## src/rtl/prfm_pkg.sv

```systemverilog
`default_nettype none
package prfm_pkg;

    localparam logic OP_TICK  = 1'b0;
    localparam logic OP_EVENT = 1'b1;

    localparam logic CFG_TRIP_THRESHOLD = 1'b0;
    localparam logic CFG_IGNORED_RAIL   = 1'b1;

    localparam logic [15:0] TRIP_THRESHOLD_RST = 16'd100;
    localparam logic [2:0]  IGNORED_RAIL_RST   = 3'd4;

    typedef struct packed {
        logic       operation;
        logic [2:0] rail;
    } t_in;

    typedef struct packed {
        logic        power_off;
        logic        report_valid;
        logic [2:0]  report_rail;
        logic [15:0] report_count;
        logic        bad_rail;
        logic        last;
    } t_out;

    typedef enum logic [2:0] {
        S_IDLE,
        S_EV_RD,
        S_EV_WR,
        S_T_RD,
        S_T_WR,
        S_W_RD,
        S_W_CHK,
        S_EMIT
    } t_state;

endpackage
`default_nettype wire

```

## src/rtl/prfm_ram.sv

```systemverilog
`default_nettype none
module prfm_ram #(
    parameter int WIDTH = 16,
    parameter int DEPTH = 7
) (
    input  wire logic                                   i_clk,
    input  wire logic                                   i_we,
    input  wire logic [(DEPTH > 1 ? $clog2(DEPTH) : 1)-1:0] i_waddr,
    input  wire logic [WIDTH-1:0]                       i_wdata,
    input  wire logic                                   i_re,
    input  wire logic [(DEPTH > 1 ? $clog2(DEPTH) : 1)-1:0] i_raddr,
    output logic      [WIDTH-1:0]                       o_rdata
);

    logic [WIDTH-1:0] r_mem [DEPTH];

    always_ff @(posedge i_clk) begin
        if (i_we) begin
            r_mem[i_waddr] <= i_wdata;
        end
        if (i_re) begin
            o_rdata <= r_mem[i_raddr];
        end
    end

endmodule
`default_nettype wire

```

## src/rtl/power_rail_fault_monitor.sv

```systemverilog
`default_nettype none
// Per-rail saturating fault counters kept in two small RAMs (live count and
// snapshot), each walked one rail at a time with a read cycle followed by a
// write or check cycle. A failure event reads and writes its own rail's
// counter; a tick walks both RAMs, and a trip walks the counter RAM once
// more, where a report can wait on output stall. A bad rail or a tick
// answers with one beat that carries no report. Input is stalled while an
// item is in work; a finished beat waits in the output register without
// holding up the next input. Registers may only be written while the block
// is idle.
module power_rail_fault_monitor #(
    parameter int NUM_RAILS  = 7,
    parameter int COUNT_BITS = 16
) (
    input  wire logic           i_clk,
    input  wire logic           i_rst_n,
    input  wire logic           i_in_valid,
    output logic                o_in_stall,
    input  wire prfm_pkg::t_in  i_in,
    output logic                o_out_valid,
    input  wire logic           i_out_stall,
    output prfm_pkg::t_out      o_out,
    input  wire logic           i_cfg_valid,
    output logic                o_cfg_ready,
    input  wire logic           i_cfg_index,
    input  wire logic [15:0]    i_cfg_data
);
    import prfm_pkg::*;

    localparam int IDX_W = NUM_RAILS > 1 ? $clog2(NUM_RAILS) : 1;
    localparam int CMP_W = COUNT_BITS > 16 ? COUNT_BITS : 16;
    localparam logic [IDX_W-1:0] IDX_LAST = IDX_W'(NUM_RAILS - 1);
    localparam logic [COUNT_BITS-1:0] CNT_MAX = '1;

    t_state                 r_state, n_state;
    logic [IDX_W-1:0]       r_idx, n_idx;
    logic                   r_skip, n_skip;
    logic                   r_have, n_have;
    t_out                   r_res, n_res;
    t_out                   r_out;
    logic                   r_out_valid;
    logic [NUM_RAILS-1:0]   r_fvld, r_svld;
    logic [15:0]            r_thresh;
    logic [2:0]             r_ign;

    logic                   f_re, f_we, s_re, s_we;
    logic [COUNT_BITS-1:0]  f_wdata, s_wdata;
    logic [COUNT_BITS-1:0]  f_rdata, s_rdata;
    logic [COUNT_BITS-1:0]  f_q, s_q, inc, cleared;
    logic [CMP_W-1:0]       inc_w, thr_w, fq_w;
    logic                   out_free, out_load, bad, last_idx;

    prfm_ram #(.WIDTH(COUNT_BITS), .DEPTH(NUM_RAILS)) u_fail_ram (
        .i_clk   (i_clk),
        .i_we    (f_we),
        .i_waddr (r_idx),
        .i_wdata (f_wdata),
        .i_re    (f_re),
        .i_raddr (r_idx),
        .o_rdata (f_rdata)
    );

    prfm_ram #(.WIDTH(COUNT_BITS), .DEPTH(NUM_RAILS)) u_snap_ram (
        .i_clk   (i_clk),
        .i_we    (s_we),
        .i_waddr (r_idx),
        .i_wdata (s_wdata),
        .i_re    (s_re),
        .i_raddr (r_idx),
        .o_rdata (s_rdata)
    );

    // entries never written read as zero
    assign f_q      = r_fvld[r_idx] ? f_rdata : '0;
    assign s_q      = r_svld[r_idx] ? s_rdata : '0;
    assign inc      = (f_q == CNT_MAX) ? f_q : f_q + COUNT_BITS'(1);
    assign cleared  = (f_q == s_q) ? '0 : f_q;
    assign inc_w    = CMP_W'(inc);
    assign thr_w    = CMP_W'(r_thresh);
    assign fq_w     = CMP_W'(f_q);
    assign bad      = {2'b00, i_in.rail} >= 5'(NUM_RAILS);
    assign last_idx = r_idx == IDX_LAST;
    assign out_free = !r_out_valid || !i_out_stall;

    assign o_in_stall  = r_state != S_IDLE;
    assign o_out_valid = r_out_valid;
    assign o_out       = r_out;
    assign o_cfg_ready = 1'b1;

    always_comb begin
        n_state  = r_state;
        n_idx    = r_idx;
        n_skip   = r_skip;
        n_have   = r_have;
        n_res    = r_res;
        f_re     = 1'b0;
        s_re     = 1'b0;
        f_we     = 1'b0;
        s_we     = 1'b0;
        f_wdata  = inc;
        s_wdata  = cleared;
        out_load = 1'b0;
        case (r_state)
            S_IDLE: begin
                if (i_in_valid) begin
                    n_res      = '0;
                    n_res.last = 1'b1;
                    if (i_in.operation == OP_TICK) begin
                        n_idx   = '0;
                        n_state = S_T_RD;
                    end else if (bad) begin
                        n_res.bad_rail = 1'b1;
                        n_state        = S_EMIT;
                    end else begin
                        n_idx   = IDX_W'(i_in.rail);
                        n_skip  = i_in.rail == r_ign;
                        n_state = S_EV_RD;
                    end
                end
            end
            S_EV_RD: begin
                f_re    = 1'b1;
                n_state = S_EV_WR;
            end
            S_EV_WR: begin
                f_we = 1'b1;
                if (!r_skip && inc_w >= thr_w) begin
                    n_idx   = '0;
                    n_have  = 1'b0;
                    n_state = S_W_RD;
                end else begin
                    n_state = S_EMIT;
                end
            end
            S_T_RD: begin
                f_re    = 1'b1;
                s_re    = 1'b1;
                n_state = S_T_WR;
            end
            S_T_WR: begin
                f_we    = 1'b1;
                s_we    = 1'b1;
                f_wdata = cleared;
                if (last_idx) begin
                    n_state = S_EMIT;
                end else begin
                    n_idx   = r_idx + IDX_W'(1);
                    n_state = S_T_RD;
                end
            end
            S_W_RD: begin
                f_re    = 1'b1;
                n_state = S_W_CHK;
            end
            S_W_CHK: begin
                // one report is held back so the final one can be marked last
                if (!(f_q != '0 && r_have && !out_free)) begin
                    if (f_q != '0) begin
                        out_load           = r_have;
                        n_have             = 1'b1;
                        n_res.power_off    = 1'b1;
                        n_res.report_valid = 1'b1;
                        n_res.report_rail  = 3'(r_idx);
                        n_res.report_count = fq_w[15:0];
                        n_res.bad_rail     = 1'b0;
                        n_res.last         = 1'b0;
                    end
                    if (last_idx) begin
                        n_res.last = 1'b1;
                        n_state    = S_EMIT;
                    end else begin
                        n_idx   = r_idx + IDX_W'(1);
                        n_state = S_W_RD;
                    end
                end
            end
            S_EMIT: begin
                if (out_free) begin
                    out_load = 1'b1;
                    n_state  = S_IDLE;
                end
            end
            default: begin
                n_state = S_IDLE;
            end
        endcase
    end

    always_ff @(posedge i_clk) begin
        if (!i_rst_n) begin
            r_state     <= S_IDLE;
            r_idx       <= '0;
            r_skip      <= 1'b0;
            r_have      <= 1'b0;
            r_out_valid <= 1'b0;
            r_fvld      <= '0;
            r_svld      <= '0;
            r_thresh    <= TRIP_THRESHOLD_RST;
            r_ign       <= IGNORED_RAIL_RST;
        end else begin
            r_state <= n_state;
            r_idx   <= n_idx;
            r_skip  <= n_skip;
            r_have  <= n_have;
            if (f_we) begin
                r_fvld[r_idx] <= 1'b1;
            end
            if (s_we) begin
                r_svld[r_idx] <= 1'b1;
            end
            if (out_load) begin
                r_out_valid <= 1'b1;
            end else if (!i_out_stall) begin
                r_out_valid <= 1'b0;
            end
            if (i_cfg_valid) begin
                case (i_cfg_index)
                    CFG_TRIP_THRESHOLD: r_thresh <= i_cfg_data;
                    CFG_IGNORED_RAIL:   r_ign    <= i_cfg_data[2:0];
                    default: begin
                    end
                endcase
            end
        end
    end

    always_ff @(posedge i_clk) begin
        r_res <= n_res;
        if (out_load) begin
            r_out <= r_res;
        end
    end

endmodule
`default_nettype wire

```

## config.mk

```make
export PLATFORM = sky130hd
export DESIGN_NAME = power_rail_fault_monitor
export DESIGN_NICKNAME = d
export VERILOG_FILES = /design/src/rtl/prfm_pkg.sv /design/src/rtl/prfm_ram.sv /design/src/rtl/power_rail_fault_monitor.sv
export SDC_FILE = /design/constraint.sdc
export NUM_CORES = 1
export LEC_CHECK = 0
export BUFFER_PORTS_ARGS = -buffer_cell sky130_fd_sc_hd__buf_4
export CORE_AREA = 3 3 178 145
export CTS_CLUSTER_DIAMETER = 200
export DETAILED_ROUTE_END_ITERATION = 12
export DIE_AREA = 0 0 181 148
export PLACE_DENSITY = 0.77
export REMOVE_ABC_BUFFERS = 1
export SYNTH_ARGS = -nofsm -noshare
export SYNTH_HDL_FRONTEND = slang
export SYNTH_SLANG_ARGS = --single-unit
export TNS_END_PERCENT = 1
```

## constraint.sdc

```tcl
create_clock -name i_clk -period 6.3 [get_ports i_clk]
set_input_delay 1.575 -clock i_clk [delete_from_list [all_inputs] [get_ports i_clk]]
set_output_delay 1.575 -clock i_clk [all_outputs]
set_load 0.005 [all_outputs]
```

* Word-level counts from Yosys, hierarchy flattened
Memory sizes are Yosys's and may differ from the RTL's. A register that Yosys moved wholly into a read port is not among the register bits.
Cells that the tools add are included.
** Storage, ports and cells
- Register bits after elaboration :: 88
- Memory bits (writable) :: 224
- Input port bits :: 26
- Output and inout port bits :: 26
- Logic and storage cells :: 129
- Memories kept :: 2
** Memories
- u_fail_ram.r_mem :: depth 7, width 16, rd ports 1, clocked after Yosys merged registers in 1, write ports 1, RTL line prfm_ram.sv:15 : logic [WIDTH-1:0] r_mem [DEPTH];
- u_snap_ram.r_mem :: depth 7, width 16, rd ports 1, clocked after Yosys merged registers in 1, write ports 1, RTL line prfm_ram.sv:15
** Operators by class
- Add/sub/neg operators :: 2
- Order comparisons :: 4
- Eq/ne operators :: 19
- Muxes and demuxes :: 52
- Bitwise gates (word level) :: 4
- Reduce and logical (&&, ||, !) cells :: 25
** Operator list (count)
- 2-to-1 mux 16 bit :: 5
- 2-to-1 mux 23 bit :: 3
- case mux 23 bit (2 select lines) :: 1
- 2-to-1 mux 3 bit :: 12
- case mux 3 bit (8 select lines) :: 1
- 2-to-1 mux 1 bit :: 22
- adder 16 x 1 -> 16 bit, second input constant :: 1
- == test 16 bit :: 1
- == test 16 bit, second input constant :: 1
- >= comparator 16 bit :: 1
- AND reduction 4 bit :: 4
- nonzero test 16 bit :: 1
- == test 3 bit, second input constant :: 5
- bitwise OR 7 bit :: 2
- case mux 3 bit (4 select lines) :: 1
- != test 2 bit, second input constant :: 5
- binary-select mux 1 bit (select 3 bit) :: 2
- == test 3 x 2 -> 1 bit, second input constant :: 2
- != test 3 bit, second input constant :: 2
- AND reduction 5 bit :: 1
- logical AND 1 bit :: 4
- logical NOT 1 bit :: 4
- < comparator 3 x 4 -> 1 bit, second input constant :: 1
- 2-to-1 mux 2 bit :: 2
- other kinds (18) :: 22

* Longest topological paths before layout
Gate-level depths: netlist of the first run.
- Depth in word-level cells :: 9
- Depth in mapped cells :: 24
- Depth with buffers taken out :: 21

* By module
Synthesis of the first run repeated with hierarchy kept, for this count alone.
** Second synthesis, totals
- Cells, all modules :: 1102
- Area, all modules :: 15175.8 sq um
** By module, submodules not included
- prfm_ram :: times used 2, cells an instance 253, area each 5051.1 sq um, seq. area each 3843.7 sq um
- power_rail_fault_monitor :: times used 1, cells an instance 596, area each 5073.6 sq um, seq. area each 2162.1 sq um

* Worst setup path after synthesis of the first run
Ideal clock, no wire load.
- Path kind :: register -> register
- From :: reg r_idx[1]
- To :: reg r_idx[1]
- Setup time :: 0.070 ns
- Arrival time :: 4.485 ns
- Data required time :: 6.230 ns
- Path slack :: 1.745 ns
- Cell stages (with the launch flop) :: 23
- Path buffers :: 2
- Period minus slack after synthesis :: 4.555 ns
- Path through :: dfxtp_1 mux4_2 or2_1 and2_1 buf_4 buf_6 nand2_1 inv_2 ha_1 nand3_1 nor2_1 nand4_1 nor3_2 nor2_1 nand4_1 xor2_1 ha_1 nand3_1 or4_1 a21oi_1 nor3b_1 or3_1 a21oi_1
** On the way
- Longest elaborated chain between the ends :: 9
- Elaborated cells between the ends (all ways) :: 19
- Those cells by class :: add/sub (2); order compare (1); eq/ne (4); mux (7); reduce/logical (5)
** RTL lines
- start, declared :: RTL line power_rail_fault_monitor.sv:36 : logic [IDX_W-1:0] r_idx, n_idx;
- start signal, assigned :: RTL line power_rail_fault_monitor.sv:202 : r_idx <= n_idx;
- binary-select mux 1 bit (select 3 bit) * :: RTL line power_rail_fault_monitor.sv:74 : assign f_q = r_fvld[r_idx] ? f_rdata : '0;
- 2-to-1 mux 1 bit (not written as such) * :: RTL line power_rail_fault_monitor.sv:74
- 2-to-1 mux 16 bit * :: RTL line power_rail_fault_monitor.sv:74
- via f_q[0] :: RTL line power_rail_fault_monitor.sv:49 : logic [COUNT_BITS-1:0] f_q, s_q, inc, cleared;
- adder 16 x 1 -> 16 bit / == test 16 bit (equally long branches) :: RTL line power_rail_fault_monitor.sv:76 : assign inc = (f_q == CNT_MAX) ? f_q : f_q + COUNT_BITS'(1);
- 2-to-1 mux 16 bit :: RTL line power_rail_fault_monitor.sv:76
- >= comparator 16 bit :: RTL line power_rail_fault_monitor.sv:127 : if (!r_skip && inc_w >= thr_w) begin
- logical AND 1 bit :: RTL line power_rail_fault_monitor.sv:127
- != test 2 bit (no line)
- AND reduction 5 bit (no line) *
Mark *: on every way through the listed nets, which the timed path passes. The rest lies on a longest branch. The select of a mux whose other input is x is not followed.
A chain may end at the register's enable or synchronous reset.

* Worst setup path after layout of the first run
- From :: reg r_idx[2]
- To :: reg r_idx[1]
Same word-level chain as after synthesis.

==> impl_summary.log, run 1 <==
[metrics] design area: 16100 µm²
[metrics] VDD IR-drop max: 0.000287 V
[metrics] result of the run: finished, final reports clean
[metrics] first-pass iteration count of the detailed router: 5
[metrics] maximum level of the CTS H-tree: 1
[metrics] Clock power frac: 29.0%
[metrics] Die W: ~180 µm
[metrics] Final Worst Setup Slack: 1110 ps
[metrics] residual antenna-violating net count after detailed routing: 0
[metrics] number of maximum-capacitance constraint violations: 0
[metrics] launching element type of the critical path: flop
[metrics] fraction of the cycle the final worst path needs: 82.4%
[metrics] most common cell after layout, fill and taps aside: sky130_fd_sc_hd__edfxtp_1
[metrics] hold slack: 421 ps
[metrics] DRC violation count after routing: 0
[metrics] deepest clock path buffer count: 3
[metrics] path class of the lowest-slack min-delay path: reg2reg
[metrics] sequential power share: 48.3%
[metrics] number of nets in the finished design: 1205
[metrics] worst slew margin relative to its limit: 22.5%
[metrics] number of antenna violations at the first check in global routing: 1
[metrics] routed wire length: 34.5 mm
[metrics] Data required, critical path: 6770 ps
[metrics] share of async-settable or async-resettable flops after synthesis: 0%
[metrics] clock transition at the registers of the reported paths: 70 ps
[metrics] post-placement cell area: 15100 µm²
[metrics] syn avg cell area: between 10 and 15 µm²
[metrics] summed instance area of the synthesized netlist: roughly 14000 µm²
[metrics] diode insertion count for antenna repair: 0
[metrics] unrepaired setup endpoints after global routing: no
[metrics] worst slack at placement: 1280 ps
[metrics] clock sink count: 342
[metrics] Fin. Hold Viols: 0
[metrics] post-synthesis instance total: 1111
[metrics] hold buffers post-CTS: 0
[metrics] fin. max-slew vios: 0
[metrics] I/O pin count: 52
[metrics] Initial Util: 59.5%
[metrics] Synth cell types: 64
[metrics] Clk Tree Root Cell: sky130_fd_sc_hd__clkbuf_16
[metrics] number of placement rows: about 50
[metrics] post-layout total power: 6140 µW
[metrics] Tmin final: 5190 ps
[metrics] Main synth FF type: sky130_fd_sc_hd__edfxtp_1
[metrics] switching pwr: 1890 µW
[metrics] WL per Instance: 23.0 µm
[metrics] clock tree from TritonCTS: done
[metrics] Setup crit end kind: flop
[metrics] HPWL after detailed placement: 22.8 mm
[metrics] area inside the core boundary: ~24000 µm²
[metrics] switch share: about 30%
[metrics] flip-flop and latch count after synthesis: 342
[metrics] global-route congestion overflow total: 0
[metrics] wire length of the first global-routing pass: 52.9 mm
[metrics] Power Dens Cells: 381 nW/µm²
[metrics] last weighted congestion value of the routability-driven placer: 0.937
[metrics] via total after detailed routing: 9324
[metrics] Port-buffer cells: 50
[metrics] largest fanout of any net on the critical path: 20
[metrics] total number of yosys warnings: 0
[metrics] internal cell power: 4250 µW
[metrics] total CTS buffers: 30
[metrics] via/cell ratio: 6.22
[metrics] fraction of the yosys area taken by sequential cells: 68.4%
[metrics] skew final: 12.8 ps
[metrics] Highest Clock Rate: ~0.19 GHz
[metrics] area of the die: about 27000 µm²
[metrics] post-CTS setup-driven buffer insertion count: 0
[metrics] layout cells sized above 1: around 14%
[metrics] Area Growth Syn to Fin: 12.0%
[metrics] insertion delay to the later sink of the worst-skew pair: 570 ps
[metrics] total global routing track utilization: between 20 and 30%
[metrics] slew at the pin closest to its max-slew limit: 1160 ps
[metrics] type of the setup path with the least slack: reg2reg
[metrics] detailed router's first-iteration violation count: roughly 1200
[metrics] logic gate share of total power: 22.6%
[metrics] number of enable-type register cells in the synthesized netlist: 300
[metrics] commonest non-fill, non-tap cells in the layout: 300 x sky130_fd_sc_hd__edfxtp_1, 126 x sky130_fd_sc_hd__nor2_1, 97 x sky130_fd_sc_hd__nand2_1
[metrics] number of setup violations in the final report: 0
[metrics] Die Span Y: 148 µm
[metrics] leakage power: 0.00548 µW
[metrics] data arrival at the endpoint of the critical path: 5660 ps
[metrics] post-cts resize count: 0
[metrics] maximum number of pins on one net before global-route repair: 45
[metrics] via count of the first global-routing pass: 8861
==> cell usage after synthesis (6+ instances only) <==
cell type | instances | area (µm²)
sky130_fd_sc_hd__nand4_1 | 12 | 75.1
sky130_fd_sc_hd__edfxtp_1 | 300 | 9010
sky130_fd_sc_hd__nand3_1 | 47 | 235
sky130_fd_sc_hd__nor3_1 | 25 | 125
sky130_fd_sc_hd__o21ai_0 | 48 | 240
sky130_fd_sc_hd__clkbuf_1 | 41 | 154
sky130_fd_sc_hd__nand2_1 | 97 | 364
sky130_fd_sc_hd__o2bb2ai_1 | 6 | 52.6
sky130_fd_sc_hd__a211oi_1 | 6 | 45.0
sky130_fd_sc_hd__nor2_1 | 126 | 473
sky130_fd_sc_hd__a22o_1 | 13 | 114
sky130_fd_sc_hd__o21ai_1 | 6 | 30.0
sky130_fd_sc_hd__o21a_1 | 6 | 45.0
sky130_fd_sc_hd__nor2b_1 | 7 | 43.8
sky130_fd_sc_hd__dfxtp_1 | 42 | 841
sky130_fd_sc_hd__ha_1 | 20 | 250
sky130_fd_sc_hd__a21o_1 | 6 | 45.0
sky130_fd_sc_hd__buf_1 | 7 | 26.3
sky130_fd_sc_hd__xnor2_1 | 17 | 149
sky130_fd_sc_hd__and2_1 | 9 | 56.3
sky130_fd_sc_hd__a221o_1 | 12 | 120
sky130_fd_sc_hd__buf_2 | 6 | 30.0
sky130_fd_sc_hd__mux2_2 | 7 | 78.8
sky130_fd_sc_hd__inv_1 | 30 | 113
sky130_fd_sc_hd__buf_4 | 7 | 52.6
sky130_fd_sc_hd__a221oi_1 | 6 | 52.6
sky130_fd_sc_hd__a22oi_1 | 19 | 143
sky130_fd_sc_hd__o22ai_1 | 9 | 56.3
sky130_fd_sc_hd__a21oi_1 | 55 | 275
sky130_fd_sc_hd__mux2i_1 | 45 | 450
==> sequential cells by signal (all words and copies together), names as in the netlist, 3 cells and up <==
name,count
r_res,22
u_fail_ram.o_rdata,16
r_fvld,7
r_svld,7
r_idx,3
r_thresh,16
u_snap_ram.o_rdata,16
u_fail_ram.r_mem,112
r_state,3
o_out,22
r_ign,3
u_snap_ram.r_mem,112
==> layer usage <==
metal	part of all wire, %	up-vias	global-route usage [%]	routed length [µm]
met3	9.4	64	4.92	3250
li1	-	4250	-	-
met4	2.4	2	6.05	833
met1	43	4575	38.8	15000
met5	0.038	-	0	13
met2	45	433	39.4	15400
==> metrics by stage <==
| step | std cells | TNS, ps | utilization, % |
|---|---|---|---|
| floorplan | 1049 | -121 | - |
| global placement | 1445 | 0 | 62.6 |
| detailed placement | 1445 | 0 | 62.6 |
| CTS | 1500 | 0 | 66.6 |
| global route | 1500 | 0 | 66.6 |
| finish | 1500 | 0 | 66.6 |
==> worst paths after layout <==
check	endpoint	slack (ps)	from	cells after the start
max reg2reg	r_idx[1]	1110	r_idx[2]	20
max	r_idx[1]	1110	r_idx[2]	20
min	o_out[0]	420	r_res[0]	0
min reg2reg	o_out[0]	420	r_res[0]	0
==> power groups by stage <==
| stage | sequential (µW) | combinational, µW | clock (µW) |
|---|---|---|---|
| finish | 2970 | 1390 | 1780 |
| global route | 2980 | 1520 | 1900 |
| CTS | 2960 | 1370 | 1810 |
| detailed placement | 3010 | 1360 | 0 |
| global placement | 3000 | 1330 | 0 |
| floorplan | 3000 | 844 | 0 |
==> cell families after synthesis <==
kind of cell,after synthesis,share of synthesized area (%)
simple gates,356,11.2
flops,342,68.4
compound gates,215,9.93
buf+inv,98,2.84
mux,57,4.46
xor+xnor,22,1.34
fa+ha+maj,20,1.74
other cells,1,0.0261
==> worst max-delay path: stages (launching register included) <==
cell and delay (ps):
sky130_fd_sc_hd__dfxtp_4 500, sky130_fd_sc_hd__mux2i_1 130, sky130_fd_sc_hd__o221ai_1 280, sky130_fd_sc_hd__and2_1 400, sky130_fd_sc_hd__nand2_1 190, sky130_fd_sc_hd__inv_1 110
sky130_fd_sc_hd__ha_1 210, sky130_fd_sc_hd__nand3_1 90, sky130_fd_sc_hd__nor2_1 240, sky130_fd_sc_hd__nand4_1 280, sky130_fd_sc_hd__nor3_2 480, sky130_fd_sc_hd__nor2_1 140
sky130_fd_sc_hd__xnor2_1 160, sky130_fd_sc_hd__nor2_1 80, sky130_fd_sc_hd__ha_1 330, sky130_fd_sc_hd__nand4_1 90, sky130_fd_sc_hd__or4_1 510, sky130_fd_sc_hd__a21oi_1 220
sky130_fd_sc_hd__nor3b_1 130, sky130_fd_sc_hd__or3_1 380, sky130_fd_sc_hd__a21oi_1 140
==> layout make-up <==
| class | count | area, µm² |
|---|---|---|
| Inverter | 36 | 135 |
| Fill cell | 1720 | 8070 |
| Multi-Input combinational cell | 671 | 4160 |
| Timing Repair Buffer | 78 | 586 |
| Sequential cell | 342 | 9860 |
| Tap cell | 318 | 398 |
| Clock buffer | 40 | 851 |
| Clock inverter | 15 | 128 |
Note: power is estimated with default switching activity, not from simulation.
==> run 2: changes to the inputs <==
--- a/config.mk
+++ b/config.mk
@@ -5,12 +5,13 @@
 export SDC_FILE = /design/constraint.sdc
 export NUM_CORES = 1
 export LEC_CHECK = 0
+export ABC_AREA = 1
 export BUFFER_PORTS_ARGS = -buffer_cell sky130_fd_sc_hd__buf_4
-export CORE_AREA = 3 3 178 145
+export CORE_AREA = 3 3 181 148
 export CTS_CLUSTER_DIAMETER = 200
 export DETAILED_ROUTE_END_ITERATION = 12
-export DIE_AREA = 0 0 181 148
-export PLACE_DENSITY = 0.77
+export DIE_AREA = 0 0 184 151
+export PLACE_DENSITY = 0.75
 export REMOVE_ABC_BUFFERS = 1
 export SYNTH_ARGS = -nofsm -noshare
 export SYNTH_HDL_FRONTEND = slang
==> constraint.sdc (replaced) <==
create_clock -name i_clk -period 4.3 [get_ports i_clk]
set_input_delay 1.075 -clock i_clk [delete_from_list [all_inputs] [get_ports i_clk]]
set_output_delay 1.075 -clock i_clk [all_outputs]
set_load 0.005 [all_outputs]
==> impl_summary.log, run 2 <==
[metrics] result of the run: finished, final reports clean
[metrics] insertion delay to the later sink of the worst-skew pair: 580 ps (about the same)
[metrics] global-route congestion overflow total: 0 (unchanged)
[metrics] total number of yosys warnings: 0 (unchanged)
[metrics] number of maximum-capacitance constraint violations: 0 (unchanged)
[metrics] Power Dens Cells: 532 nW/µm² (+40%)
[metrics] DRC violation count after routing: 0 (unchanged)
[metrics] largest fanout of any net on the critical path: 16 (-20%)
[metrics] Data required, critical path: 4760 ps (-2010 ps)
[metrics] Initial Util: 55.8% (-3.7 points)
[metrics] dominant cell by count in the synthesized netlist: sky130_fd_sc_hd__edfxtp_1
[metrics] fraction of the cycle the final worst path needs: 90.3% (+8.0 points)
[metrics] leakage power: 0.00601 µW (+9.7%)
[metrics] share of async-settable or async-resettable flops after synthesis: 0% (unchanged)
[metrics] setup TNS: 0 ps (unchanged)
[metrics] summed instance area of the synthesized netlist: 14000 µm² (-2.7%)
[metrics] syn avg cell area: 12.3 µm² (-5.4%)
[metrics] design area: 15800 µm² (-1.8%)
[metrics] hold path cells: 0 (unchanged)
[metrics] internal cell power: 5910 µW (+39%)
[metrics] Fin. Hold Viols: 0 (unchanged)
[metrics] Highest Clock Rate: 0.257 GHz (+34%)
[metrics] worst slew margin relative to its limit: 49.2% (+27 points)
[metrics] sequential power share: 48.8% (+0.5 points)
[metrics] maximum number of pins on one net before global-route repair: 34 (-24%)
[metrics] slowest CP cell: sky130_fd_sc_hd__dfxtp_1
[metrics] routed wire length: 33.2 mm (-3.8%)
[metrics] post-placement cell area: 14800 µm² (-2.2%)
[metrics] Tmin final: 3880 ps (-1310 ps)
[metrics] number of setup violations in the final report: 0 (unchanged)
[metrics] last weighted congestion value of the routability-driven placer: 0.945 (+0.85%)
[metrics] launching element type of the critical path: flop
[metrics] clock tree from TritonCTS: done
[metrics] post-synthesis cell type with the largest combined area: sky130_fd_sc_hd__edfxtp_1
[metrics] Port-buffer cells: 50 (unchanged)
[metrics] critical path's top delay family: simple AND/OR/NAND/NOR gates
[metrics] I/O pin count: 52 (unchanged)
[metrics] Worst Min Path Start: r_res[19]
[metrics] commonest non-fill, non-tap cells in the layout: 300 x sky130_fd_sc_hd__edfxtp_1, 220 x sky130_fd_sc_hd__nand2_1, 134 x sky130_fd_sc_hd__nor2_1
[metrics] total global routing track utilization: 24.0% (-1.7 points)
[metrics] switching pwr: 2510 µW (+33%)
[metrics] area of the die: 27800 µm² (+3.7%)
[metrics] flip-flop and latch count after synthesis: 342 (unchanged)
[metrics] deepest clock path buffer count: 3 (unchanged)
[metrics] VDD IR-drop max: 0.000381 V (+33%)
[metrics] clock sink count: 342 (unchanged)
[metrics] largest stage delay on the critical path: 570 ps (+60 ps)
[metrics] area inside the core boundary: 25100 µm² (+3.8%)
[metrics] registers with the most flip-flops: u_fail_ram.r_mem: 112 flops, u_snap_ram.r_mem: 112 flops
[metrics] clock transition at the registers of the reported paths: 60 ps (about the same)
[metrics] Synth cell types: 40 (-38%)
[metrics] post-synthesis instance total: 1143 (+2.9%)
[metrics] largest cells by area after synthesis: sky130_fd_sc_hd__edfxtp_1 64%, sky130_fd_sc_hd__dfxtp_1 6.0%, sky130_fd_sc_hd__nand2_1 5.9%
[metrics] most common cell after layout, fill and taps aside: sky130_fd_sc_hd__edfxtp_1
[metrics] residual antenna-violating net count after detailed routing: 0 (unchanged)
[metrics] most numerous cell types in the synthesized netlist: 300 x sky130_fd_sc_hd__edfxtp_1, 221 x sky130_fd_sc_hd__nand2_1, 134 x sky130_fd_sc_hd__nor2_1, 69 x sky130_fd_sc_hd__nand3_1, 68 x sky130_fd_sc_hd__inv_1
[metrics] maximum level of the CTS H-tree: 1 (unchanged)
[metrics] slew at the pin closest to its max-slew limit: 761 ps (-400 ps)
[metrics] R2R cell count: 26 (+30%)
[metrics] logic gate share of total power: 19.2% (-3.4 points)
[metrics] Clock power frac: 31.9% (+2.9 points)
[metrics] via/cell ratio: 5.90 (-5.2%)
[metrics] critical register-to-register path startpoint: r_idx[1]
[metrics] post-layout total power: 8420 µW (+37%)
[metrics] number of nets in the finished design: 1259 (+4.5%)
[metrics] Setup crit end kind: flop
[metrics] number of enable-type register cells in the synthesized netlist: 300 (unchanged)
[metrics] layout cells sized above 1: 13.9% (+0.36 points)
[metrics] number of antenna violations at the first check in global routing: 0 (-1)
[metrics] fin. max-slew vios: 0 (unchanged)
[metrics] Die W: 184 µm (+1.7%)
[metrics] diode insertion count for antenna repair: 0 (unchanged)
[metrics] HPWL after detailed placement: 20.3 mm (-11%)
[metrics] Area Growth Syn to Fin: 12.9%
[metrics] first-pass iteration count of the detailed router: 7 (+2)
[metrics] via count of the first global-routing pass: 8832 (-0.33%)
[metrics] Main synth FF type: sky130_fd_sc_hd__edfxtp_1
[metrics] path class of the lowest-slack min-delay path: reg2reg
[metrics] skew final: 20.1 ps (+7.27 ps)
[metrics] type of the setup path with the least slack: reg2reg
[metrics] number of placement rows: 52 (+2.0%)
[metrics] data arrival at the endpoint of the critical path: 4340 ps (-1320 ps)
[metrics] Clk Tree Root Cell: sky130_fd_sc_hd__clkbuf_16
[metrics] detailed router's first-iteration violation count: 972 (-19%)
[metrics] fraction of the yosys area taken by sequential cells: 70.3% (+1.9 points)
[metrics] WL per Instance: 21.2 µm (-7.6%)
[metrics] total CTS buffers: 31 (+3.3%)
[metrics] Top cell by count, worst path: sky130_fd_sc_hd__nand2_1
[metrics] Die Span Y: 151 µm (+2.0%)
[metrics] hold buffers post-CTS: 0 (unchanged)
[metrics] count of buffer and inverter cells on the critical path: 1 (unchanged)
[metrics] unrepaired setup endpoints after global routing: no
[metrics] Worst setup startpoint: r_idx[1]
[metrics] post-synth top area share: 64.3% (+1.7 points)
[metrics] number of filler cells placed in the layout: 1883 (+9.5%)
[metrics] Crit. path cell count: 26 (+30%)
[metrics] via total after detailed routing: 9208 (-1.2%)
[metrics] switch share: 29.8% (-0.90 points)
[metrics] wire length of the first global-routing pass: 50.6 mm (-4.3%)
==> run 2: per-stage QoR <==
step | instances | utilization (%) | hold WS (ps) | setup slack, ps
5_1_grt | 1562 | 63.0 | 425 | 14.1
2_1_floorplan | 1100 | - | 400 | 494
4_1_cts | 1562 | 62.9 | 420 | 85.5
3_3_place_gp | 1504 | 58.9 | 403 | 192
6_report | 1562 | 63.0 | 419 | 416
3_5_place_dp | 1504 | 58.9 | 405 | 106
==> run 2: cell type report <==
type | count | area, µm² | share of cell area [%]
well taps | 324 | 405 | 2.56
flip-flops and latches | 342 | 9850 | 62.2
repair buffers | 80 | 604 | 3.82
inverters | 74 | 288 | 1.82
clock inverters | 15 | 150 | 0.949
multi-input cells | 684 | 3690 | 23.3
clock buffers | 43 | 841 | 5.31
==> run 2: power groups by stage <==
stage	combinational, µW	clock (µW)	sequential (µW)
floorplan	984	0	4130
global placement	1540	0	4160
detailed placement	1580	0	4170
CTS	1590	2720	4100
global route	1780	2850	4120
finish	1620	2690	4110
==> run 2: kinds of logic (layout without fill, tap and decap cells) <==
logic type      after synthesis  count (layout)  share of synthesized area, %
compound gates              158             158                          7.71
xor+xnor                     27              27                          1.69
fa+ha+maj                    20              20                          1.79
buf+inv                     117             212                          3.72
flops                       342             342                          70.3
other cells                   1               1                        0.0268
simple gates                478             478                          14.8
==> run 2: metal layers <==
metal	GRT usage, %	share of wire [%]	up-vias	wire length [µm]
li1	-	-	4222	-
met1	35.1	42	4444	14000
met2	37.8	45	484	15000
met3	3.99	10	58	3310
met4	6.42	2.4	0	800
met5	0	0	-	0
==> run 2: repair_timing <==
item | 4_1_cts | 5_1_grt
hold endpoints to repair | 0 | 0
gates resized for setup | 0 | 10
setup buffers | 0 | 0
endpoints found under the setup margin | 0 | 5
==> run 2: path summary, 6_finish.rpt <==
| kind | endpoint | slack (ps) |
|---|---|---|
| setup / recovery | r_idx[1] | 420 |
| hold / removal | o_out[19] | 420 |
| setup reg to reg | r_idx[1] | 420 |
| hold reg to reg | o_out[19] | 420 |
